==> config.mk <==
export PLATFORM = sky130hd
export DESIGN_NAME = escaped_frame_receiver_top
export DESIGN_NICKNAME = d
export VERILOG_FILES = /design/src/hw/rtl/efr_pkg.sv /design/src/hw/rtl/escaped_frame_receiver_top.sv /design/src/hw/rtl/efr_buf.sv
export SDC_FILE = /design/constraint.sdc
export NUM_CORES = 1
export LEC_CHECK = 0
export ABC_AREA = 0
export BUFFER_PORTS_ARGS = -buffer_cell sky130_fd_sc_hd__buf_2
export CAP_MARGIN = 25
export CORE_MARGIN = 5
export CORE_UTILIZATION = 59
export CTS_BUF_LIST = sky130_fd_sc_hd__clkbuf_8
export DETAILED_ROUTE_END_ITERATION = 12
export PLACE_DENSITY_LB_ADDON = 0.2
export REMOVE_ABC_BUFFERS = 1
export SLEW_MARGIN = 40
export SYNTH_ARGS = -nofsm -noshare
export SYNTH_HDL_FRONTEND = slang
export SYNTH_SLANG_ARGS = --single-unit
==> constraint.sdc <==
create_clock -name i_clk -period 8 [get_ports i_clk]
set_input_delay 0.8 -clock i_clk [delete_from_list [all_inputs] [get_ports i_clk]]
set_output_delay 0.8 -clock i_clk [all_outputs]
set_load 0.03 [all_outputs]
==> src/hw/rtl/efr_pkg.sv <==
`default_nettype none

package efr_pkg;

    localparam int MAX_PAYLOAD_DEF = 64;

    localparam int CFG_IDX_W = 2;

    localparam logic [CFG_IDX_W-1:0] CFG_START  = 2'd0;
    localparam logic [CFG_IDX_W-1:0] CFG_END    = 2'd1;
    localparam logic [CFG_IDX_W-1:0] CFG_ESCAPE = 2'd2;

    localparam logic [7:0] START_RST  = 8'd2;
    localparam logic [7:0] END_RST    = 8'd3;
    localparam logic [7:0] ESCAPE_RST = 8'd27;

    typedef enum logic [2:0] {
        PH_HUNT    = 3'd0,
        PH_LEN_HI  = 3'd1,
        PH_LEN_LO  = 3'd2,
        PH_TYPE    = 3'd3,
        PH_SUBTYPE = 3'd4,
        PH_BODY    = 3'd5,
        PH_TRAILER = 3'd6
    } t_phase;

    typedef enum logic [1:0] {
        CTL_IDLE = 2'd0,
        CTL_READ = 2'd1,
        CTL_LOAD = 2'd2
    } t_ctl;

    typedef enum logic [2:0] {
        ST_PAYLOAD     = 3'd0,
        ST_EMPTY       = 3'd1,
        ST_BAD_SUM     = 3'd2,
        ST_BAD_TRAILER = 3'd3,
        ST_UNEXP_END   = 3'd4,
        ST_RESTART     = 3'd5,
        ST_TOO_LONG    = 3'd6
    } t_status;

endpackage

`default_nettype wire

==> src/hw/rtl/escaped_frame_receiver_top.sv <==
`default_nettype none

// Byte-stuffed frame receiver with an XOR checksum. Each input beat carries one raw line
// byte and is taken whenever the block is not delivering a frame and its output register
// is free. Payload bytes go into a buffer of MAX_PAYLOAD entries with one write port and
// one read port as they arrive. A good frame's end flag starts delivery: each payload beat
// is one buffer read with registered data, then the output register load, so input stays
// stalled until the last payload beat is loaded, plus any output back-pressure.
// Every dropped frame yields one status beat with last set; an empty good frame yields one
// status beat as well. The configuration port is always ready and should be written only
// while the block is idle.
module escaped_frame_receiver_top
    import efr_pkg::*;
#(
    parameter int MAX_PAYLOAD = MAX_PAYLOAD_DEF
) (
    input  wire logic                 i_clk,
    input  wire logic                 i_rst_n,
    input  wire logic                 i_in_valid,
    output logic                      o_in_ready,
    input  wire logic [7:0]           i_line_byte,
    output logic                      o_out_valid,
    input  wire logic                 i_out_ready,
    output logic      [2:0]           o_status,
    output logic      [15:0]          o_frame_length,
    output logic      [7:0]           o_frame_type,
    output logic      [7:0]           o_frame_subtype,
    output logic      [7:0]           o_payload_byte,
    output logic      [5:0]           o_byte_position,
    output logic                      o_last,
    input  wire logic                 i_cfg_valid,
    output logic                      o_cfg_ready,
    input  wire logic [CFG_IDX_W-1:0] i_cfg_index,
    input  wire logic [7:0]           i_cfg_data
);

    localparam int AW = (MAX_PAYLOAD > 1) ? $clog2(MAX_PAYLOAD) : 1;

    logic [7:0]    r_open_code;
    logic [7:0]    r_close_code;
    logic [7:0]    r_escape;

    t_phase        r_phase,  n_phase;
    t_ctl          r_ctl,    n_ctl;
    logic          r_esc,    n_esc;
    logic [15:0]   r_len,    n_len;
    logic [7:0]    r_type,   n_type;
    logic [7:0]    r_sub,    n_sub;
    logic [7:0]    r_xor,    n_xor;
    logic [6:0]    r_cnt,    n_cnt;
    logic [AW-1:0] r_rd_idx, n_rd_idx;

    logic          r_out_valid,  n_out_valid;
    t_status       r_out_status, n_out_status;
    logic [15:0]   r_out_len,    n_out_len;
    logic [7:0]    r_out_type,   n_out_type;
    logic [7:0]    r_out_sub,    n_out_sub;
    logic [7:0]    r_out_data,   n_out_data;
    logic [5:0]    r_out_pos,    n_out_pos;
    logic          r_out_last,   n_out_last;

    logic          w_accept;
    logic          w_out_free;
    logic          w_wr_en;
    logic          w_rd_en;
    logic [7:0]    w_rd_data;
    logic          w_emit;
    t_status       w_emit_st;
    logic          w_begin;
    logic          w_is_data;
    logic [7:0]    w_data_xor;
    logic          w_last;

    assign w_out_free = !r_out_valid || i_out_ready;
    assign o_in_ready = (r_ctl == CTL_IDLE) && w_out_free;
    assign w_accept   = i_in_valid && o_in_ready;
    assign o_cfg_ready = 1'b1;

    always_ff @(posedge i_clk) begin
        if (!i_rst_n) begin
            r_open_code  <= START_RST;
            r_close_code <= END_RST;
            r_escape     <= ESCAPE_RST;
        end else if (i_cfg_valid) begin
            case (i_cfg_index)
                CFG_START:  r_open_code  <= i_cfg_data;
                CFG_END:    r_close_code <= i_cfg_data;
                CFG_ESCAPE: r_escape     <= i_cfg_data;
                default: ;
            endcase
        end
    end

    efr_buf #(
        .DEPTH(MAX_PAYLOAD),
        .AW   (AW)
    ) u_buf (
        .i_clk    (i_clk),
        .i_wr_en  (w_wr_en),
        .i_wr_addr(r_cnt[AW-1:0]),
        .i_wr_data(i_line_byte),
        .i_rd_en  (w_rd_en),
        .i_rd_addr(r_rd_idx),
        .o_rd_data(w_rd_data)
    );

    always_ff @(posedge i_clk) begin
        if (!i_rst_n) begin
            r_phase     <= PH_HUNT;
            r_ctl       <= CTL_IDLE;
            r_esc       <= 1'b0;
            r_len       <= '0;
            r_type      <= '0;
            r_sub       <= '0;
            r_xor       <= '0;
            r_cnt       <= '0;
            r_rd_idx    <= '0;
            r_out_valid <= 1'b0;
        end else begin
            r_phase     <= n_phase;
            r_ctl       <= n_ctl;
            r_esc       <= n_esc;
            r_len       <= n_len;
            r_type      <= n_type;
            r_sub       <= n_sub;
            r_xor       <= n_xor;
            r_cnt       <= n_cnt;
            r_rd_idx    <= n_rd_idx;
            r_out_valid <= n_out_valid;
        end
    end

    always_ff @(posedge i_clk) begin
        r_out_status <= n_out_status;
        r_out_len    <= n_out_len;
        r_out_type   <= n_out_type;
        r_out_sub    <= n_out_sub;
        r_out_data   <= n_out_data;
        r_out_pos    <= n_out_pos;
        r_out_last   <= n_out_last;
    end

    always_comb begin
        n_phase      = r_phase;
        n_ctl        = r_ctl;
        n_esc        = r_esc;
        n_len        = r_len;
        n_type       = r_type;
        n_sub        = r_sub;
        n_xor        = r_xor;
        n_cnt        = r_cnt;
        n_rd_idx     = r_rd_idx;
        n_out_valid  = r_out_valid && !i_out_ready;
        n_out_status = r_out_status;
        n_out_len    = r_out_len;
        n_out_type   = r_out_type;
        n_out_sub    = r_out_sub;
        n_out_data   = r_out_data;
        n_out_pos    = r_out_pos;
        n_out_last   = r_out_last;
        w_wr_en      = 1'b0;
        w_rd_en      = 1'b0;
        w_emit       = 1'b0;
        w_emit_st    = ST_PAYLOAD;
        w_begin      = 1'b0;
        w_is_data    = 1'b0;
        w_data_xor   = r_xor ^ i_line_byte;
        w_last       = (16'(r_rd_idx) + 16'd1) == r_len;

        case (r_ctl)
            CTL_IDLE: begin
                if (w_accept) begin
                    case (r_phase)
                        PH_HUNT: begin
                            if (i_line_byte == r_open_code) begin
                                w_begin = 1'b1;
                            end
                        end
                        PH_TRAILER: begin
                            n_phase = PH_HUNT;
                            n_esc   = 1'b0;
                            if (i_line_byte != r_close_code) begin
                                w_emit    = 1'b1;
                                w_emit_st = ST_BAD_TRAILER;
                            end else if (r_len == 16'd0) begin
                                w_emit    = 1'b1;
                                w_emit_st = ST_EMPTY;
                            end else begin
                                n_ctl    = CTL_READ;
                                n_rd_idx = '0;
                            end
                        end
                        PH_LEN_HI, PH_LEN_LO, PH_TYPE, PH_SUBTYPE, PH_BODY: begin
                            if (r_esc) begin
                                n_esc     = 1'b0;
                                w_is_data = 1'b1;
                            end else if (i_line_byte == r_escape) begin
                                n_esc = 1'b1;
                            end else if (i_line_byte == r_open_code) begin
                                w_emit    = 1'b1;
                                w_emit_st = ST_RESTART;
                                w_begin   = 1'b1;
                            end else if (i_line_byte == r_close_code) begin
                                w_emit    = 1'b1;
                                w_emit_st = ST_UNEXP_END;
                                n_phase   = PH_HUNT;
                            end else begin
                                w_is_data = 1'b1;
                            end
                        end
                        default: begin
                            n_phase = PH_HUNT;
                        end
                    endcase

                    if (w_is_data) begin
                        n_xor = w_data_xor;
                        case (r_phase)
                            PH_LEN_HI: begin
                                n_len   = {i_line_byte, 8'd0};
                                n_phase = PH_LEN_LO;
                            end
                            PH_LEN_LO: begin
                                n_len = {r_len[15:8], i_line_byte};
                                if (n_len > 16'(MAX_PAYLOAD)) begin
                                    w_emit    = 1'b1;
                                    w_emit_st = ST_TOO_LONG;
                                    n_phase   = PH_HUNT;
                                    n_esc     = 1'b0;
                                end else begin
                                    n_phase = PH_TYPE;
                                end
                            end
                            PH_TYPE: begin
                                n_type  = i_line_byte;
                                n_phase = PH_SUBTYPE;
                            end
                            PH_SUBTYPE: begin
                                n_sub   = i_line_byte;
                                n_cnt   = '0;
                                n_phase = PH_BODY;
                            end
                            PH_BODY: begin
                                w_wr_en = {9'd0, r_cnt} < r_len;
                                n_cnt   = r_cnt + 7'd1;
                                if ({9'd0, n_cnt} == (r_len + 16'd1)) begin
                                    if (w_data_xor != 8'd0) begin
                                        w_emit    = 1'b1;
                                        w_emit_st = ST_BAD_SUM;
                                        n_phase   = PH_HUNT;
                                        n_esc     = 1'b0;
                                    end else begin
                                        n_phase = PH_TRAILER;
                                    end
                                end
                            end
                            default: ;
                        endcase
                    end

                    if (w_emit) begin
                        n_out_valid  = 1'b1;
                        n_out_status = w_emit_st;
                        n_out_len    = n_len;
                        n_out_type   = n_type;
                        n_out_sub    = n_sub;
                        n_out_data   = 8'd0;
                        n_out_pos    = 6'd0;
                        n_out_last   = 1'b1;
                    end

                    if (w_begin) begin
                        n_phase = PH_LEN_HI;
                        n_esc   = 1'b0;
                        n_len   = '0;
                        n_type  = '0;
                        n_sub   = '0;
                        n_xor   = '0;
                        n_cnt   = '0;
                    end
                end
            end
            CTL_READ: begin
                if (w_out_free) begin
                    w_rd_en = 1'b1;
                    n_ctl   = CTL_LOAD;
                end
            end
            CTL_LOAD: begin
                n_out_valid  = 1'b1;
                n_out_status = ST_PAYLOAD;
                n_out_len    = r_len;
                n_out_type   = r_type;
                n_out_sub    = r_sub;
                n_out_data   = w_rd_data;
                n_out_pos    = 6'(r_rd_idx);
                n_out_last   = w_last;
                if (w_last) begin
                    n_ctl = CTL_IDLE;
                end else begin
                    n_rd_idx = r_rd_idx + AW'(1);
                    n_ctl    = CTL_READ;
                end
            end
            default: begin
                n_ctl = CTL_IDLE;
            end
        endcase
    end

    assign o_out_valid     = r_out_valid;
    assign o_status        = r_out_status;
    assign o_frame_length  = r_out_len;
    assign o_frame_type    = r_out_type;
    assign o_frame_subtype = r_out_sub;
    assign o_payload_byte  = r_out_data;
    assign o_byte_position = r_out_pos;
    assign o_last          = r_out_last;

    a_no_write_in_delivery: assert property (@(posedge i_clk) disable iff (!i_rst_n)
        (r_ctl != CTL_IDLE) |-> !w_wr_en)
        else $error("Payload buffer written during delivery.");

    a_load_fills_output: assert property (@(posedge i_clk) disable iff (!i_rst_n)
        (r_ctl == CTL_LOAD) |=> (r_out_valid && r_out_status == ST_PAYLOAD))
        else $error("Buffer read did not reach the output register.");

    a_length_bounded: assert property (@(posedge i_clk) disable iff (!i_rst_n)
        (r_phase == PH_BODY || r_phase == PH_TRAILER || r_ctl != CTL_IDLE)
        |-> (r_len <= 16'(MAX_PAYLOAD)))
        else $error("Frame length exceeds the buffer while it is in use.");

    a_status_is_last: assert property (@(posedge i_clk) disable iff (!i_rst_n)
        (r_out_valid && !r_out_last) |-> (r_out_status == ST_PAYLOAD))
        else $error("Status beat without last.");

    a_read_before_load: assert property (@(posedge i_clk) disable iff (!i_rst_n)
        (r_ctl == CTL_LOAD) |-> $past(w_rd_en))
        else $error("Output loaded without a preceding buffer read.");

endmodule

`default_nettype wire

==> src/hw/rtl/efr_buf.sv <==
`default_nettype none

module efr_buf #(
    parameter int DEPTH = 64,
    parameter int AW    = 6
) (
    input  wire logic          i_clk,
    input  wire logic          i_wr_en,
    input  wire logic [AW-1:0] i_wr_addr,
    input  wire logic [7:0]    i_wr_data,
    input  wire logic          i_rd_en,
    input  wire logic [AW-1:0] i_rd_addr,
    output logic      [7:0]    o_rd_data
);

    logic [7:0] r_mem [DEPTH];
    logic [7:0] r_rd_data;

    always_ff @(posedge i_clk) begin
        if (i_wr_en) begin
            r_mem[i_wr_addr] <= i_wr_data;
        end
    end

    always_ff @(posedge i_clk) begin
        if (i_rd_en) begin
            r_rd_data <= r_mem[i_rd_addr];
        end
    end

    assign o_rd_data = r_rd_data;

endmodule

`default_nettype wire
# ---- Word-level counts from Yosys, hierarchy flattened
# Memories as Yosys holds them, arrays and structs flattened. A register that Yosys moved wholly into a read port is not among the register bits.
# Cells that the tools add are included.
dict set report classes {
  n_addsub 4
  order_cmp 2
  n_eq_ne 23
  n_mux 118
  n_bitwise 1
  n_reduce_logical 24
}
# cell count
set op_table {}
lappend op_table {{8-bit two-way mux} 14}
lappend op_table {{16-bit two-way mux} 4}
lappend op_table {{16-bit one-hot mux with 2 select lines} 2}
lappend op_table {{3-bit two-way mux} 18}
lappend op_table {{8-bit one-hot mux with 2 select lines} 3}
lappend op_table {{1-bit two-way mux} 45}
lappend op_table {{6-bit two-way mux} 7}
lappend op_table {{7-bit by 16-bit equality test with 1-bit output} 2}
lappend op_table {{8-bit equality test} 3}
lappend op_table {{3-bit one-hot mux with 2 select lines} 4}
lappend op_table {{6-bit one-hot mux with 2 select lines} 2}
lappend op_table {{16-bit by 1-bit adder with 16-bit output, second input constant} 1}
lappend op_table {{16-bit by 7-bit > comparator with 1-bit output, second input constant} 1}
lappend op_table {{16-bit logical NOT} 1}
lappend op_table {{7-bit by 16-bit < comparator with 1-bit output} 1}
lappend op_table {{3-bit one-hot mux with 5 select lines} 1}
lappend op_table {{2-bit two-way mux} 7}
lappend op_table {{7-bit two-way mux} 2}
lappend op_table {{1-bit one-hot mux with 2 select lines} 7}
lappend op_table {{7-bit one-hot mux with 2 select lines} 1}
lappend op_table {{2-bit inequality test, second input constant} 5}
lappend op_table {{3-bit equality test, second input constant} 3}
lappend op_table {{8-bit inequality test} 1}
lappend op_table {{2-bit AND reduction} 4}
lappend op_table {{other kinds (23)} 33}
dict set report word_totals {
  reg_bits 134
  ramBits 512
  input_bits 23
  output_inout_bits 53
  elab_cells 193
  n_memories 1
}
# memory words word_bits read_ports rd_ports_with_merged_regs wr line_no
set mem_list {}
lappend mem_list {u_buf.r_mem 64 8 1 1 1 efr_buf.sv:16} ;# logic [7:0] r_mem [DEPTH];

# ---- Depth between registers and ports, before layout
# Gate-level depths: netlist of run 1.
dict set report depth {
  depth_word 15
  mapped_depth 13
  mapped_depth_nobuf 10
}

# ---- Modules after synthesis
# From an unflattened synthesis of run 1, not the netlist that was laid out.
dict set report hier_totals {
  cells_unflattened 1662
  hier_area_um2 27045.9
}
# module n_inst cells_each area_each_um2
set by_module_without_submodules {}
lappend by_module_without_submodules {efr_buf 1 972 20270.7}
lappend by_module_without_submodules {escaped_frame_receiver_top 1 690 6775.2}

# ---- Worst setup path after synthesis of run 1
# OpenSTA, ideal clock, no wires.
dict set report synth_path {
  path_type {input to register}
  from {in i_out_ready}
  to {reg r_out_pos[0] (netlist: o_byte_position[0]), enable pin}
  setup_time_ns 0.527
  arrival_time_ns 5.562
  required_time_ns 7.473
  setup_slack_ns 1.911
  path_stages 5
  path_cell_list {nor2b_1 > nor3_1 > nand2_1 > clkbuf_1 > o21ai_0}
}
dict set report synth_via {
  elab_chain_cells 5
}
# element line_no
set synth_lines {}
lappend synth_lines {{start: declaration} escaped_frame_receiver_top.sv:23} ;# input wire logic i_out_ready,
lappend synth_lines {{1-bit logical OR} escaped_frame_receiver_top.sv:74} ;# assign w_out_free = !r_out_valid || i_out_ready;
lappend synth_lines {{1-bit logical AND} escaped_frame_receiver_top.sv:75} ;# assign o_in_ready = (r_ctl == CTL_IDLE) && w_out_free;
lappend synth_lines {{net o_in_ready} escaped_frame_receiver_top.sv:20} ;# output logic o_in_ready,
lappend synth_lines {{1-bit logical AND} escaped_frame_receiver_top.sv:76} ;# assign w_accept = i_in_valid && o_in_ready;
lappend synth_lines {{2-bit inequality test (no line)} n/a}
lappend synth_lines {{3-bit AND reduction (no line)} n/a}
lappend synth_lines {{end signal: assignment} escaped_frame_receiver_top.sv:139} ;# r_out_pos <= n_out_pos;
lappend synth_lines {{end: declaration} escaped_frame_receiver_top.sv:59} ;# logic [5:0] r_out_pos, n_out_pos;
# The timed path passes the listed nets, and every way through them passes these cells.
# A chain may end at the register's enable or synchronous reset.

# ---- Final worst setup path of run 1
dict set report layout_path {
  from {in i_line_byte[3]}
  to {mem u_buf.r_mem[5][6], enable pin}
}
dict set report layout_via {
  elab_chain_cells 13
}
# element line_no
set layout_lines {}
lappend layout_lines {{start: declaration} escaped_frame_receiver_top.sv:21} ;# input wire logic [7:0] i_line_byte,
lappend layout_lines {{8-bit equality test} escaped_frame_receiver_top.sv:203} ;# end else if (i_line_byte == r_close_code) begin
lappend layout_lines {{1-bit two-way mux} escaped_frame_receiver_top.sv:203}
lappend layout_lines {{1-bit two-way mux} escaped_frame_receiver_top.sv:199} ;# end else if (i_line_byte == r_open_code) begin
lappend layout_lines {{1-bit two-way mux (*)} escaped_frame_receiver_top.sv:197} ;# end else if (i_line_byte == r_escape) begin
lappend layout_lines {{1-bit two-way mux (*)} escaped_frame_receiver_top.sv:194} ;# if (r_esc) begin
lappend layout_lines {{1-bit two-way mux (*)} escaped_frame_receiver_top.sv:173} ;# case (r_phase)
lappend layout_lines {{1-bit two-way mux (*)} escaped_frame_receiver_top.sv:172} ;# if (w_accept) begin
lappend layout_lines {{1-bit two-way mux (*)} escaped_frame_receiver_top.sv:170} ;# case (r_ctl)
lappend layout_lines {{1-bit two-way mux (*)} escaped_frame_receiver_top.sv:216} ;# if (w_is_data) begin
lappend layout_lines {{1-bit two-way mux (*)} escaped_frame_receiver_top.sv:172}
lappend layout_lines {{1-bit two-way mux (*)} escaped_frame_receiver_top.sv:170}
lappend layout_lines {{1-bit two-way mux (*)} efr_buf.sv:20} ;# if (i_wr_en) begin
lappend layout_lines {{1-bit two-way mux (implied by the code) (*)} efr_buf.sv:21} ;# r_mem[i_wr_addr] <= i_wr_data;
lappend layout_lines {{end: declaration} efr_buf.sv:16}
# Mark *: on every way between the ends. The rest lies on a longest branch, timed or not. The select of a mux whose other input is x is not followed.

==> impl_metrics.prom, run 1 <==
# TYPE chip_impl_metric gauge
chip_impl_metric{name="floorplan.initialDensity",unit="%"} 59.8
chip_impl_metric{name="area_growth_from_synthesis_to_layout",unit="%"} 12.3
chip_impl_metric{name="synth_edf_count",unit=""} 570
chip_impl_metric{name="clkSlewWorstSetupHoldPaths",unit="ns"} 0.06
chip_impl_metric{name="timing.reg2reg.setup_slack",unit="ns"} 4.11
chip_impl_metric{name="achievable-frequency",unit="GHz"} 0.236
chip_impl_metric{name="grt_max_degree",unit=""} 69
chip_impl_info{name="root_buffer",value="sky130_fd_sc_hd__clkbuf_8"} 1
chip_impl_info{name="tritoncts_clock_tree",value="yes"} 1
chip_impl_metric{name="post_drt_via_cell_ratio",unit=""} 6.36
chip_impl_metric{name="ys_ff_latch",unit=""} 654
chip_impl_metric{name="clock_latency",unit="ns"} 0.69
chip_impl_info{name="commonest_cells_in_the_netlist",value="sky130_fd_sc_hd__edfxtp_1 (570), sky130_fd_sc_hd__mux4_2 (168), sky130_fd_sc_hd__nand2_1 (141)"} 1
chip_impl_metric{name="grt_total_usage",unit="%"} 25.6
chip_impl_metric{name="cts.sink_count",unit=""} 654
chip_impl_metric{name="cts_hold_buf",unit=""} 0
chip_impl_info{name="hold_class",value="in2reg"} 1
chip_impl_metric{name="max_slew_margin",unit="%"} 41.9
chip_impl_metric{name="gp_congestion",unit=""} 0.881
chip_impl_metric{name="number_of_vias_after_detailed_routing",unit=""} 15100
chip_impl_metric{name="wire_length_of_the_first_global_routing_pass",unit="µm"} 96700
chip_impl_metric{name="post_synth_inst_count",unit=""} 1589
chip_impl_metric{name="timing.final.crit_share",unit="%"} 52.9
chip_impl_metric{name="synthDistinctLibCells",unit=""} 71
chip_impl_metric{name="total_power",unit="mW"} 6.82
chip_impl_info{name="post_synth_main_area_contributors",value="sky130_fd_sc_hd__edfxtp_1 (63%), sky130_fd_sc_hd__mux4_2 (14%), sky130_fd_sc_hd__dfxtp_1 (6.2%)"} 1
chip_impl_info{name="synth_top_cell_by_area",value="sky130_fd_sc_hd__edfxtp_1"} 1
chip_impl_metric{name="pre_cts_ws",unit="ns"} 2.81
chip_impl_metric{name="num-fill-cells",unit=""} 3104
chip_impl_metric{name="total_setup_buffers_inserted_after_cts",unit=""} 0
chip_impl_metric{name="io_buffer_count",unit=""} 74
chip_impl_metric{name="cts_repair_resize_count",unit=""} 0
chip_impl_metric{name="cts_buffer_depth",unit=""} 3
chip_impl_metric{name="n_antenna_cell",unit=""} 0
chip_impl_metric{name="gr-usage-met3",unit="%"} 6.80
chip_impl_metric{name="ys_async_sr_fraction",unit="%"} 0
chip_impl_metric{name="ys_seq_area_share",unit="%"} 69.2
chip_impl_metric{name="post-route-worst-setup-slack",unit="ns"} 3.77
chip_impl_metric{name="netlist.area_leader.share",unit="%"} 63.0
chip_impl_metric{name="report.final.hold_viol_count",unit=""} 0
chip_impl_metric{name="p_leak",unit="nW"} 9.63
chip_impl_metric{name="final_net_count",unit=""} 1722
chip_impl_metric{name="cts.htree.levels",unit=""} 3
chip_impl_metric{name="post-route-min-period",unit="ns"} 4.23
chip_impl_info{name="grt_setup_unrepaired",value="false"} 1
chip_impl_metric{name="required_time_of_the_worst_setup_path",unit="ns"} 8.30
chip_impl_metric{name="post_synth.cell_area_avg",unit="µm²"} 17.1
chip_impl_info{name="type_of_element_launching_the_critical_path",value="input port"} 1
chip_impl_metric{name="die_height",unit="µm"} 225
chip_impl_metric{name="worst_slew_pin_slew",unit="ns"} 0.871
chip_impl_metric{name="met2_usage",unit="%"} 39.3
chip_impl_info{name="yosysMostFrequentCell",value="sky130_fd_sc_hd__edfxtp_1"} 1
chip_impl_metric{name="final-max-slew-violation-count",unit=""} 0
chip_impl_info{name="most_used_layer_global_route",value="met2"} 1
chip_impl_metric{name="setup-tns-final",unit="ns"} 0
chip_impl_metric{name="io_pins",unit=""} 76
chip_impl_metric{name="power_per_cell_area",unit="nW/µm²"} 223
chip_impl_metric{name="fp.coreArea",unit="µm²"} 45500
chip_impl_metric{name="post_route_cells_drive_above_1_share",unit="%"} 28.6
chip_impl_metric{name="drc",unit=""} 0
chip_impl_metric{name="timing.critical_path.arrival",unit="ns"} 4.54
chip_impl_metric{name="grt_antenna_before_repair",unit=""} 2
chip_impl_metric{name="setup_viol",unit=""} 0
chip_impl_metric{name="final_antenna_net_count",unit=""} 0
chip_impl_metric{name="grt.met1_usage",unit="%"} 37.1
chip_impl_metric{name="synth.cell_area",unit="µm²"} 27200
chip_impl_metric{name="firstDrtPassIters",unit=""} 6
chip_impl_metric{name="wl_per_cell",unit="µm"} 26.8
chip_impl_metric{name="ys.warnings.count",unit=""} 0
chip_impl_metric{name="detailedPlacementHpwl",unit="µm"} 40400
chip_impl_metric{name="number_of_core_rows",unit=""} 78
chip_impl_info{name="worst_setup_path_end_kind",value="register"} 1
chip_impl_metric{name="globalRouteOverflowTotal",unit=""} 0
chip_impl_metric{name="irDropWorstVdd",unit="V"} 0.000204
chip_impl_metric{name="detailed_route_iter0_violations",unit=""} 1675
chip_impl_metric{name="worst-path-max-fanout",unit=""} 51
chip_impl_metric{name="tritoncts.num_buffers",unit=""} 101
chip_impl_metric{name="die_wd",unit="µm"} 225
chip_impl_metric{name="fin_skew",unit="ns"} 0.0249
chip_impl_metric{name="vias_in_the_first_global_route",unit=""} 15200
chip_impl_info{name="path_class",value="in2reg"} 1
chip_impl_info{name="synth_flop_cell",value="sky130_fd_sc_hd__edfxtp_1"} 1
chip_impl_metric{name="maxCapViolations",unit=""} 0
chip_impl_metric{name="detail_route.wirelength",unit="µm"} 63600
chip_impl_info{name="status",value="finished, final reports clean"} 1
chip_impl_metric{name="total_die_area",unit="µm²"} 50500
-- worst max-delay path, cell delays in order --
cell and delay (ns):
sky130_fd_sc_hd__buf_2 0.55, sky130_fd_sc_hd__buf_4 0.62, sky130_fd_sc_hd__xor2_1 0.20, sky130_fd_sc_hd__nor4_1 0.08
sky130_fd_sc_hd__nand2_1 0.15, sky130_fd_sc_hd__a31o_2 0.26, sky130_fd_sc_hd__nand3_4 0.60, sky130_fd_sc_hd__buf_4 0.57
sky130_fd_sc_hd__nor3_2 0.68
-- layout make-up --
cell class	instances	area (µm²)	share of cell area, %
Clock inverter	76	405	1.33
Clock buffer	112	1540	5.05
Inverter	12	45.0	0.148
Multi-Input combinational cell	811	8280	27.1
Tap cell	600	751	2.46
Sequential cell	654	18800	61.6
Timing Repair Buffer	108	691	2.26
-- state kept, by name (all words and copies together), names as in the netlist, 7 cells and up --
name	flops
r_type	8
r_close_code	8
r_cnt	7
o_frame_subtype	8
r_open_code	8
o_frame_type	8
u_buf.o_rd_data	8
r_len	16
r_sub	8
o_frame_length	16
r_xor	8
r_escape	8
u_buf.r_mem	512
o_payload_byte	8
-- final timing paths --
check,cells past startpoint,to,startpoint
worst max-delay path,9,u_buf.r_mem[5][6],i_line_byte[3]
worst min-delay path,3,r_escape[3],i_cfg_data[3]
worst max register to register,6,u_buf.o_rd_data[1],r_rd_idx[0]
worst min register to register,1,r_type[4],r_type[4]
-- per-stage QoR --
stage	hold WS [ns]	util (%)	instance area [µm²]	cells
finish	0.355	67.1	30500	2373
global route	0.358	67.1	30500	2373
detailed placement	0.452	62.7	28500	2182
floorplan	0.435	-	26700	1477
global placement	0.438	61.7	28100	2174
CTS	0.324	67.0	30400	2370
-- layout by cell type (no fill, tap or decap), types with 11 or more instances in the layout --
cell,instances
sky130_fd_sc_hd__buf_4,28
sky130_fd_sc_hd__nand3_1,25
sky130_fd_sc_hd__nor2_1,52
sky130_fd_sc_hd__xor2_1,33
sky130_fd_sc_hd__nor4_1,14
sky130_fd_sc_hd__o21ai_0,13
sky130_fd_sc_hd__clkinv_2,17
sky130_fd_sc_hd__and2_1,19
sky130_fd_sc_hd__edfxtp_1,570
sky130_fd_sc_hd__a22o_1,16
sky130_fd_sc_hd__xnor2_1,24
sky130_fd_sc_hd__a32o_1,16
sky130_fd_sc_hd__mux4_2,168
sky130_fd_sc_hd__dfxtp_1,80
sky130_fd_sc_hd__clkbuf_8,112
sky130_fd_sc_hd__nor3_2,64
sky130_fd_sc_hd__mux2i_1,25
sky130_fd_sc_hd__nand2_1,140
sky130_fd_sc_hd__mux2_1,16
sky130_fd_sc_hd__ha_1,11
sky130_fd_sc_hd__inv_1,43
sky130_fd_sc_hd__buf_2,72
sky130_fd_sc_hd__o21a_1,13
sky130_fd_sc_hd__a21oi_1,16
sky130_fd_sc_hd__clkinv_1,20
sky130_fd_sc_hd__and3_1,11
-- layer usage --
metal	vias to the layer above	part of all wire, %
met2	676	47
met3	79	8.9
met1	7781	42
met4	4	2.0
li1	6545	-
met5	-	0.052
-- power breakdown --
| group | total (mW) | switching, mW | internal, mW |
|---|---|---|---|
| combinational | 0.397 | 0.307 | 0.0898 |
| clock | 2.66 | 1.28 | 1.38 |
| sequential | 3.76 | 0.0261 | 3.73 |
-- cell families (layout without fill, tap and decap cells) --
| group | Yosys count | after routing | share of synthesized area [%] |
|---|---|---|---|
| buffers and inverters | 124 | 308 | 2.00 |
| AND/OR/NAND/NOR | 391 | 391 | 7.01 |
| flip-flops | 654 | 654 | 69.2 |
| adder cells (fa/ha/maj) | 11 | 11 | 0.506 |
| other | 1 | 1 | 0.0138 |
| XOR/XNOR | 57 | 57 | 1.84 |
| multiplexers | 210 | 210 | 15.5 |
| AO/OA/AOI/OAI | 141 | 141 | 3.92 |
(Power assumes the default switching activity.)
==> run 2, diff against run 1 <==
ABC_AREA = 1   (was 0)
CORE_UTILIZATION = 58   (was 59)
clock period = 3.55 ns   (was 8 ns; I/O delays follow)
==> run 2 against run 1 <==
Against the previous run: wire length is 17% higher; synthesized cell count rose by 63%; clock skew increased by 0.0010 ns; combinational power rose by 97%; register-to-register slack lost 3.8 ns; global-route usage up 2.4 points; hold slack got worse by 0.29 ns; die area is 4.3% higher; total power grew 120%; clock power rose by 130%; sequential power is 130% higher; largest power group unchanged.
==> impl_metrics.prom, run 2 <==
# TYPE chip_impl_metric gauge
chip_impl_info{name="status",value="finished, final reports clean"} 1
chip_impl_metric{name="crit_path_buf_inv_count",unit=""} 3
chip_impl_metric{name="io_buffer_count",unit=""} 74
chip_impl_info{name="dominant_cell_type_by_count_on_the_critical_path",value="sky130_fd_sc_hd__nand2_1"} 1
chip_impl_metric{name="max_slew_margin",unit="%"} 35.7
chip_impl_metric{name="worst-path-max-fanout",unit=""} 50
chip_impl_metric{name="grt_max_degree",unit=""} 156
chip_impl_metric{name="total_power",unit="mW"} 15.3
chip_impl_metric{name="number_of_vias_after_detailed_routing",unit=""} 20600
chip_impl_metric{name="total_die_area",unit="µm²"} 52600
chip_impl_info{name="worst_setup_path_end_kind",value="register"} 1
chip_impl_metric{name="post_synth_inst_count",unit=""} 2592
chip_impl_metric{name="worst_slew_pin_slew",unit="ns"} 0.961
chip_impl_metric{name="netlist.area_leader.share",unit="%"} 61.3
chip_impl_metric{name="achievable-frequency",unit="GHz"} 0.310
chip_impl_metric{name="tritoncts.num_buffers",unit=""} 101
chip_impl_info{name="final_common_cell",value="sky130_fd_sc_hd__edfxtp_1"} 1
chip_impl_info{name="type_of_element_launching_the_critical_path",value="register"} 1
chip_impl_metric{name="final-max-slew-violation-count",unit=""} 0
chip_impl_metric{name="report.final.hold_viol_count",unit=""} 0
chip_impl_metric{name="final_antenna_net_count",unit=""} 0
chip_impl_metric{name="synthDistinctLibCells",unit=""} 39
chip_impl_info{name="cpMaxStageDelayCell",value="sky130_fd_sc_hd__dfxtp_1"} 1
chip_impl_metric{name="floorplan.initialDensity",unit="%"} 58.6
chip_impl_metric{name="cts.htree.levels",unit=""} 3
chip_impl_metric{name="timing.critical_path.slowest_cell_delay",unit="ns"} 0.65
chip_impl_metric{name="cts_repair_resize_count",unit=""} 0
chip_impl_metric{name="post-route-min-period",unit="ns"} 3.22
chip_impl_metric{name="grt_total_usage",unit="%"} 28.0
chip_impl_metric{name="synth_edf_count",unit=""} 570
chip_impl_metric{name="required_time_of_the_worst_setup_path",unit="ns"} 3.91
chip_impl_metric{name="setup_viol",unit=""} 0
chip_impl_metric{name="fp.coreArea",unit="µm²"} 47600
chip_impl_info{name="tritoncts_clock_tree",value="yes"} 1
chip_impl_metric{name="gp_congestion",unit=""} 0.931
chip_impl_metric{name="detailed_route_iter0_violations",unit=""} 2265
chip_impl_metric{name="p_leak",unit="nW"} 11.2
chip_impl_info{name="synth_top_cell_by_area",value="sky130_fd_sc_hd__edfxtp_1"} 1
chip_impl_info{name="commonest_cells_in_the_netlist",value="sky130_fd_sc_hd__edfxtp_1 (570), sky130_fd_sc_hd__nor2_1 (461), sky130_fd_sc_hd__o21ai_0 (417)"} 1
chip_impl_metric{name="setup-tns-final",unit="ns"} 0
chip_impl_metric{name="power_per_cell_area",unit="nW/µm²"} 489
chip_impl_metric{name="ys_ff_latch",unit=""} 654
chip_impl_metric{name="timing.critical_path.arrival",unit="ns"} 3.58
chip_impl_metric{name="clkSlewWorstSetupHoldPaths",unit="ns"} 0.06
chip_impl_info{name="top_library_cells_by_usage_in_the_layout_fill_and_taps_aside",value="sky130_fd_sc_hd__edfxtp_1 (570), sky130_fd_sc_hd__nor2_1 (460), sky130_fd_sc_hd__o21ai_0 (417), sky130_fd_sc_hd__nand2_1 (320), sky130_fd_sc_hd__inv_1 (154)"} 1
chip_impl_info{name="path_class",value="reg2reg"} 1
chip_impl_metric{name="cts_buffer_depth",unit=""} 3
chip_impl_metric{name="irDropWorstVdd",unit="V"} 0.000373
chip_impl_metric{name="number_of_core_rows",unit=""} 80
chip_impl_metric{name="post_synth.cell_area_avg",unit="µm²"} 10.8
chip_impl_info{name="post_synth_main_area_contributors",value="sky130_fd_sc_hd__edfxtp_1 (61%), sky130_fd_sc_hd__o21ai_0 (7.5%), sky130_fd_sc_hd__nor2_1 (6.2%)"} 1
chip_impl_info{name="synth_flop_cell",value="sky130_fd_sc_hd__edfxtp_1"} 1
chip_impl_metric{name="globalRouteOverflowTotal",unit=""} 0
chip_impl_info{name="root_buffer",value="sky130_fd_sc_hd__clkbuf_8"} 1
chip_impl_metric{name="synth.cell_area",unit="µm²"} 27900
chip_impl_metric{name="fin_skew",unit="ns"} 0.0260
chip_impl_metric{name="timing.final.crit_share",unit="%"} 90.8
chip_impl_metric{name="ys_seq_area_share",unit="%"} 67.3
chip_impl_metric{name="wire_length_of_the_first_global_routing_pass",unit="µm"} 115000
chip_impl_metric{name="io_pins",unit=""} 76
chip_impl_metric{name="ys.warnings.count",unit=""} 0
chip_impl_metric{name="ys_async_sr_fraction",unit="%"} 0
chip_impl_metric{name="vias_in_the_first_global_route",unit=""} 20100
chip_impl_metric{name="post_drt_via_cell_ratio",unit=""} 6.03
chip_impl_metric{name="detailedPlacementHpwl",unit="µm"} 45500
chip_impl_metric{name="largest_register_ff_count",unit=""} 512
chip_impl_metric{name="die_height",unit="µm"} 229
chip_impl_info{name="hold_class",value="in2reg"} 1
chip_impl_info{name="timing.critical_path.cells",value="nand2_1 > o21ai_0 > nand2_1 > inv_1 > nand2_1 > nand2_1 > nand2_1 > nor2_1 > nand3_1 > nand2_1 > nand2_1 > nand2_1 > o21ai_0 > inv_2 > buf_12"} 1
chip_impl_metric{name="grt_antenna_before_repair",unit=""} 4
chip_impl_metric{name="maxCapViolations",unit=""} 0
chip_impl_metric{name="detail_route.wirelength",unit="µm"} 74700
chip_impl_info{name="largest_register",value="u_buf.r_mem"} 1
chip_impl_info{name="yosysMostFrequentCell",value="sky130_fd_sc_hd__edfxtp_1"} 1
chip_impl_info{name="grt_setup_unrepaired",value="false"} 1
chip_impl_metric{name="drc",unit=""} 0
chip_impl_info{name="cp_top_family",value="simple AND/OR/NAND/NOR gates"} 1
chip_impl_metric{name="wl_per_cell",unit="µm"} 21.9
chip_impl_metric{name="die_wd",unit="µm"} 229
chip_impl_metric{name="final_net_count",unit=""} 2756
chip_impl_metric{name="clock_latency",unit="ns"} 0.69
chip_impl_metric{name="post_route_cells_drive_above_1_share",unit="%"} 12.5
chip_impl_metric{name="cts.sink_count",unit=""} 654
chip_impl_metric{name="firstDrtPassIters",unit=""} 6
chip_impl_metric{name="area_growth_from_synthesis_to_layout",unit="%"} 12.1
## run 2: report_power, final
group	internal (mW)	switching (mW)
registers	8.43	0.0568
clock network	3.11	2.93
logic	0.192	0.590
## run 2: cell type report
type,count,area [µm²]
Sequential cell,654,18800
Fill cell,3679,16400
Multi-Input combinational cell,1644,7930
Clock buffer,108,1490
Timing Repair Buffer,181,1310
Tap cell,615,769
Inverter,140,533
Clock inverter,75,442
Antenna cell,1,2.50
## run 2: kinds of logic after synthesis
group / share of synthesized area [%]
buffers and inverters: 4.25
adders and majority gates: 0.493
other: 0.0134
and+or+nand+nor: 14.0
AOI/OAI and AO/OA: 13.3
DFF: 67.3
xor gates and xnor gates: 0.533
## run 2: worst reg2reg max path, delay by kind of cell (launching register included)
| family | cells | cell delay (ns) |
|---|---|---|
| buffers and inverters | 3 | 0.46 |
| AOI/OAI and AO/OA | 2 | 0.38 |
| DFF | 1 | 0.65 |
| and+or+nand+nor | 10 | 1.40 |
## run 2: final timing paths
path,slack (ns),from,endpoint,cells past startpoint
worst min-delay path,0.06,i_cfg_index[1],r_close_code[0],3
worst min register to register,0.48,r_xor[7],r_xor[7],2
worst max register to register,0.33,r_cnt[5],o_frame_length[8],15
worst max-delay path,0.33,r_cnt[5],o_frame_length[8],15
## run 2: stage by stage
step | hold WS [ns] | util (%) | area, µm² | setup WS [ns] | cells
detailed placement | 0.469 | 61.3 | 29200 | 0.220 | 3223
finish | 0.0645 | 65.7 | 31300 | 0.327 | 3418
global placement | 0.460 | 61.3 | 29200 | 0.376 | 3223
CTS | 0.0178 | 65.6 | 31300 | 0.323 | 3417
global route | 0.0663 | 65.6 | 31300 | 0.0927 | 3417
floorplan | 0.443 | - | 27300 | -7.20 | 2438
## run 2: what timing repair did
action / CTS / global route
hold buffers: 11 / 0
endpoints found under the hold margin: 25 / 0
buffers inserted: 0 / 0
## run 2: routing by layer
metal | track usage (%) | wire, µm | vias up
met5 | 0 | 0 | -
met3 | 5.46 | 6530 | 188
met1 | 37.8 | 30300 | 9905
met2 | 44.2 | 34300 | 1045
met4 | 13.6 | 3550 | 0
li1 | - | - | 9484
==> run 3, diff against run 2 <==
CORE_UTILIZATION = 56   (was 58)
CTS_BUF_LIST = not set   (was sky130_fd_sc_hd__clkbuf_8)
==> run 3 against run 2 <==
Against the previous run: worst setup slack better by 0.035 ns; via count hardly changed; global-route usage fell by 0.16 points; critical path depth increased by 1; non-clock buffer count up 19; critical endpoint is now o_byte_position[5].
==> impl_metrics.prom, run 3 (synthesis results as in run 2) <==
# TYPE chip_impl_metric gauge
chip_impl_metric{name="die_height",unit="µm"} 233
chip_impl_metric{name="timing.final.crit_share",unit="%"} 89.8
chip_impl_metric{name="pre_cts_ws",unit="ns"} 0.361
chip_impl_metric{name="detail_route.wirelength",unit="µm"} 75600
chip_impl_metric{name="wire_length_of_the_first_global_routing_pass",unit="µm"} 116000
chip_impl_info{name="timing.critical_path.cells",value="ha_1 > nand3_1 > nor2_2 > nand3_1 > nand2_1 > nand2_1 > nor2_1 > nand3_1 > nor2_1 > nand3_1 > nand2_1 > nand2_1 > nand2_1 > o21ai_0 > inv_2 > buf_4"} 1
chip_impl_metric{name="report.final.hold_viol_count",unit=""} 0
chip_impl_metric{name="post-route-worst-setup-slack",unit="ns"} 0.362
chip_impl_metric{name="largest_register_ff_count",unit=""} 512
chip_impl_metric{name="cts_buffer_depth",unit=""} 3
chip_impl_metric{name="p_leak",unit="nW"} 11.2
chip_impl_metric{name="timing.critical_path.arrival",unit="ns"} 3.43
chip_impl_info{name="top_library_cells_by_usage_in_the_layout_fill_and_taps_aside",value="sky130_fd_sc_hd__edfxtp_1 (570), sky130_fd_sc_hd__nor2_1 (461), sky130_fd_sc_hd__o21ai_0 (417), sky130_fd_sc_hd__nand2_1 (320), sky130_fd_sc_hd__o22ai_1 (132)"} 1
chip_impl_metric{name="cts_hold_buf",unit=""} 1
chip_impl_info{name="hold_class",value="in2reg"} 1
chip_impl_metric{name="io_pins",unit=""} 76
chip_impl_metric{name="vias_in_the_first_global_route",unit=""} 19600
chip_impl_metric{name="numPlacedInstances",unit=""} 3299
chip_impl_metric{name="post_route_cells_drive_above_1_share",unit="%"} 12.3
chip_impl_info{name="status",value="finished, final reports clean"} 1
chip_impl_metric{name="io_buffer_count",unit=""} 74
chip_impl_metric{name="wl_per_cell",unit="µm"} 22.1
chip_impl_metric{name="die_wd",unit="µm"} 233
chip_impl_metric{name="reg2regPathDepth",unit=""} 16
chip_impl_metric{name="irDropWorstVdd",unit="V"} 0.000362
chip_impl_metric{name="number_of_vias_after_detailed_routing",unit=""} 20600
chip_impl_metric{name="post-route-min-period",unit="ns"} 3.19
chip_impl_metric{name="detailedPlacementHpwl",unit="µm"} 46500
chip_impl_metric{name="final-max-slew-violation-count",unit=""} 0
chip_impl_metric{name="gp_congestion",unit=""} 1.06
chip_impl_metric{name="timing.critical_path.slowest_cell_delay",unit="ns"} 0.44
chip_impl_metric{name="grt_total_usage",unit="%"} 27.8
chip_impl_metric{name="firstDrtPassIters",unit=""} 6
chip_impl_metric{name="final_net_count",unit=""} 2742
chip_impl_metric{name="fp.coreArea",unit="µm²"} 49200
chip_impl_metric{name="max_slew_margin",unit="%"} 39.9
chip_impl_info{name="path_class",value="reg2reg"} 1
chip_impl_metric{name="worst_slew_pin_slew",unit="ns"} 0.900
chip_impl_metric{name="achievable-frequency",unit="GHz"} 0.314
chip_impl_metric{name="total_die_area",unit="µm²"} 54400
chip_impl_info{name="final_common_cell",value="sky130_fd_sc_hd__edfxtp_1"} 1
chip_impl_metric{name="final_cell_area",unit="µm²"} 31600
chip_impl_info{name="cpMaxStageDelayCell",value="sky130_fd_sc_hd__dfxtp_1"} 1
chip_impl_metric{name="detailed_route_iter0_violations",unit=""} 2475
chip_impl_info{name="type_of_element_launching_the_critical_path",value="register"} 1
chip_impl_metric{name="n_antenna_cell",unit=""} 0
chip_impl_metric{name="number_of_core_rows",unit=""} 81
chip_impl_info{name="dominant_cell_type_by_count_on_the_critical_path",value="sky130_fd_sc_hd__nand2_1"} 1
chip_impl_metric{name="setup_viol",unit=""} 0
chip_impl_metric{name="clkSlewWorstSetupHoldPaths",unit="ns"} 0.06
chip_impl_metric{name="drc",unit=""} 0
chip_impl_metric{name="place_area",unit="µm²"} 29500
chip_impl_metric{name="grt_max_degree",unit=""} 77
chip_impl_metric{name="cts.htree.levels",unit=""} 3
chip_impl_metric{name="total_power",unit="mW"} 16.1
chip_impl_info{name="worst_setup_path_end_kind",value="register"} 1
chip_impl_metric{name="clock_latency",unit="ns"} 0.60
chip_impl_metric{name="floorplan.initialDensity",unit="%"} 56.8
chip_impl_metric{name="worst-path-max-fanout",unit=""} 24
chip_impl_metric{name="total_setup_buffers_inserted_after_cts",unit=""} 0
chip_impl_metric{name="cts_repair_resize_count",unit=""} 0
chip_impl_metric{name="post_drt_via_cell_ratio",unit=""} 6.02
chip_impl_metric{name="power_per_cell_area",unit="nW/µm²"} 507
chip_impl_metric{name="final_antenna_net_count",unit=""} 0
chip_impl_metric{name="fin_skew",unit="ns"} 0.0245
chip_impl_metric{name="area_growth_from_synthesis_to_layout",unit="%"} 13.3
chip_impl_metric{name="post_layout_nonfiller_instances",unit=""} 3422
chip_impl_metric{name="required_time_of_the_worst_setup_path",unit="ns"} 3.79
chip_impl_metric{name="cts.sink_count",unit=""} 654
chip_impl_metric{name="tritoncts.num_buffers",unit=""} 68
chip_impl_info{name="root_buffer",value="sky130_fd_sc_hd__clkbuf_16"} 1
chip_impl_metric{name="final.hold.worst_slack",unit="ns"} 0.0456
chip_impl_metric{name="num-fill-cells",unit=""} 3743
chip_impl_info{name="largest_register",value="u_buf.r_mem"} 1
chip_impl_metric{name="grt_antenna_before_repair",unit=""} 0
chip_impl_metric{name="hold_depth",unit=""} 3
chip_impl_metric{name="maxCapViolations",unit=""} 0
chip_impl_info{name="grt_setup_unrepaired",value="false"} 1
chip_impl_info{name="tritoncts_clock_tree",value="yes"} 1
chip_impl_metric{name="globalRouteOverflowTotal",unit=""} 0
==> run 3: final cells by class <==
type | instances | area, µm² | share of cell area, %
Inverter | 140 | 531 | 1.68
Timing Repair Buffer | 200 | 1430 | 4.52
Sequential cell | 654 | 18800 | 59.4
Clock buffer | 90 | 1880 | 5.94
Multi-Input combinational cell | 1644 | 7930 | 25.1
Tap cell | 664 | 831 | 2.63
Clock inverter | 30 | 231 | 0.732
==> run 3: layer usage <==
layer / GRT usage, % / share of wire [%] / vias up
met5: 0 / 0 / -
met1: 37.8 / 40 / 9953
met4: 11.6 / 4.3 / 0
met2: 44.8 / 47 / 1041
met3: 5.04 / 9.1 / 174
li1: - / - / 9444
==> run 3: path summary, 6_finish.rpt <==
kind	start	end	slack (ns)
min reg2reg	r_open_code[0]	r_open_code[0]	0.47
min	i_cfg_data[0]	r_escape[0]	0.05
max	r_len[0]	o_byte_position[5]	0.36
max reg2reg	r_len[0]	o_byte_position[5]	0.36
==> run 3: where the power goes <==
part	internal (mW)	switching, mW
registers	8.43	0.0587
logic	0.184	0.587
clock network	3.94	2.86
==> run 3: metrics by stage <==
| stage | util [%] | setup TNS, ns |
|---|---|---|
| floorplan | - | -80.90 |
| global placement | 59.9 | 0 |
| detailed placement | 59.9 | 0 |
| CTS | 64.3 | 0 |
| global route | 64.4 | 0 |
| finish | 64.4 | 0 |
==> run 3: critical path, delay by kind of cell (launching register included) <==
kind                       cells  cell delay [ns]
DFF                            1             0.44
buffers and inverters          2             0.44
adders and majority gates      1             0.26
and+or+nand+nor               12             1.55
AOI/OAI and AO/OA              1             0.09
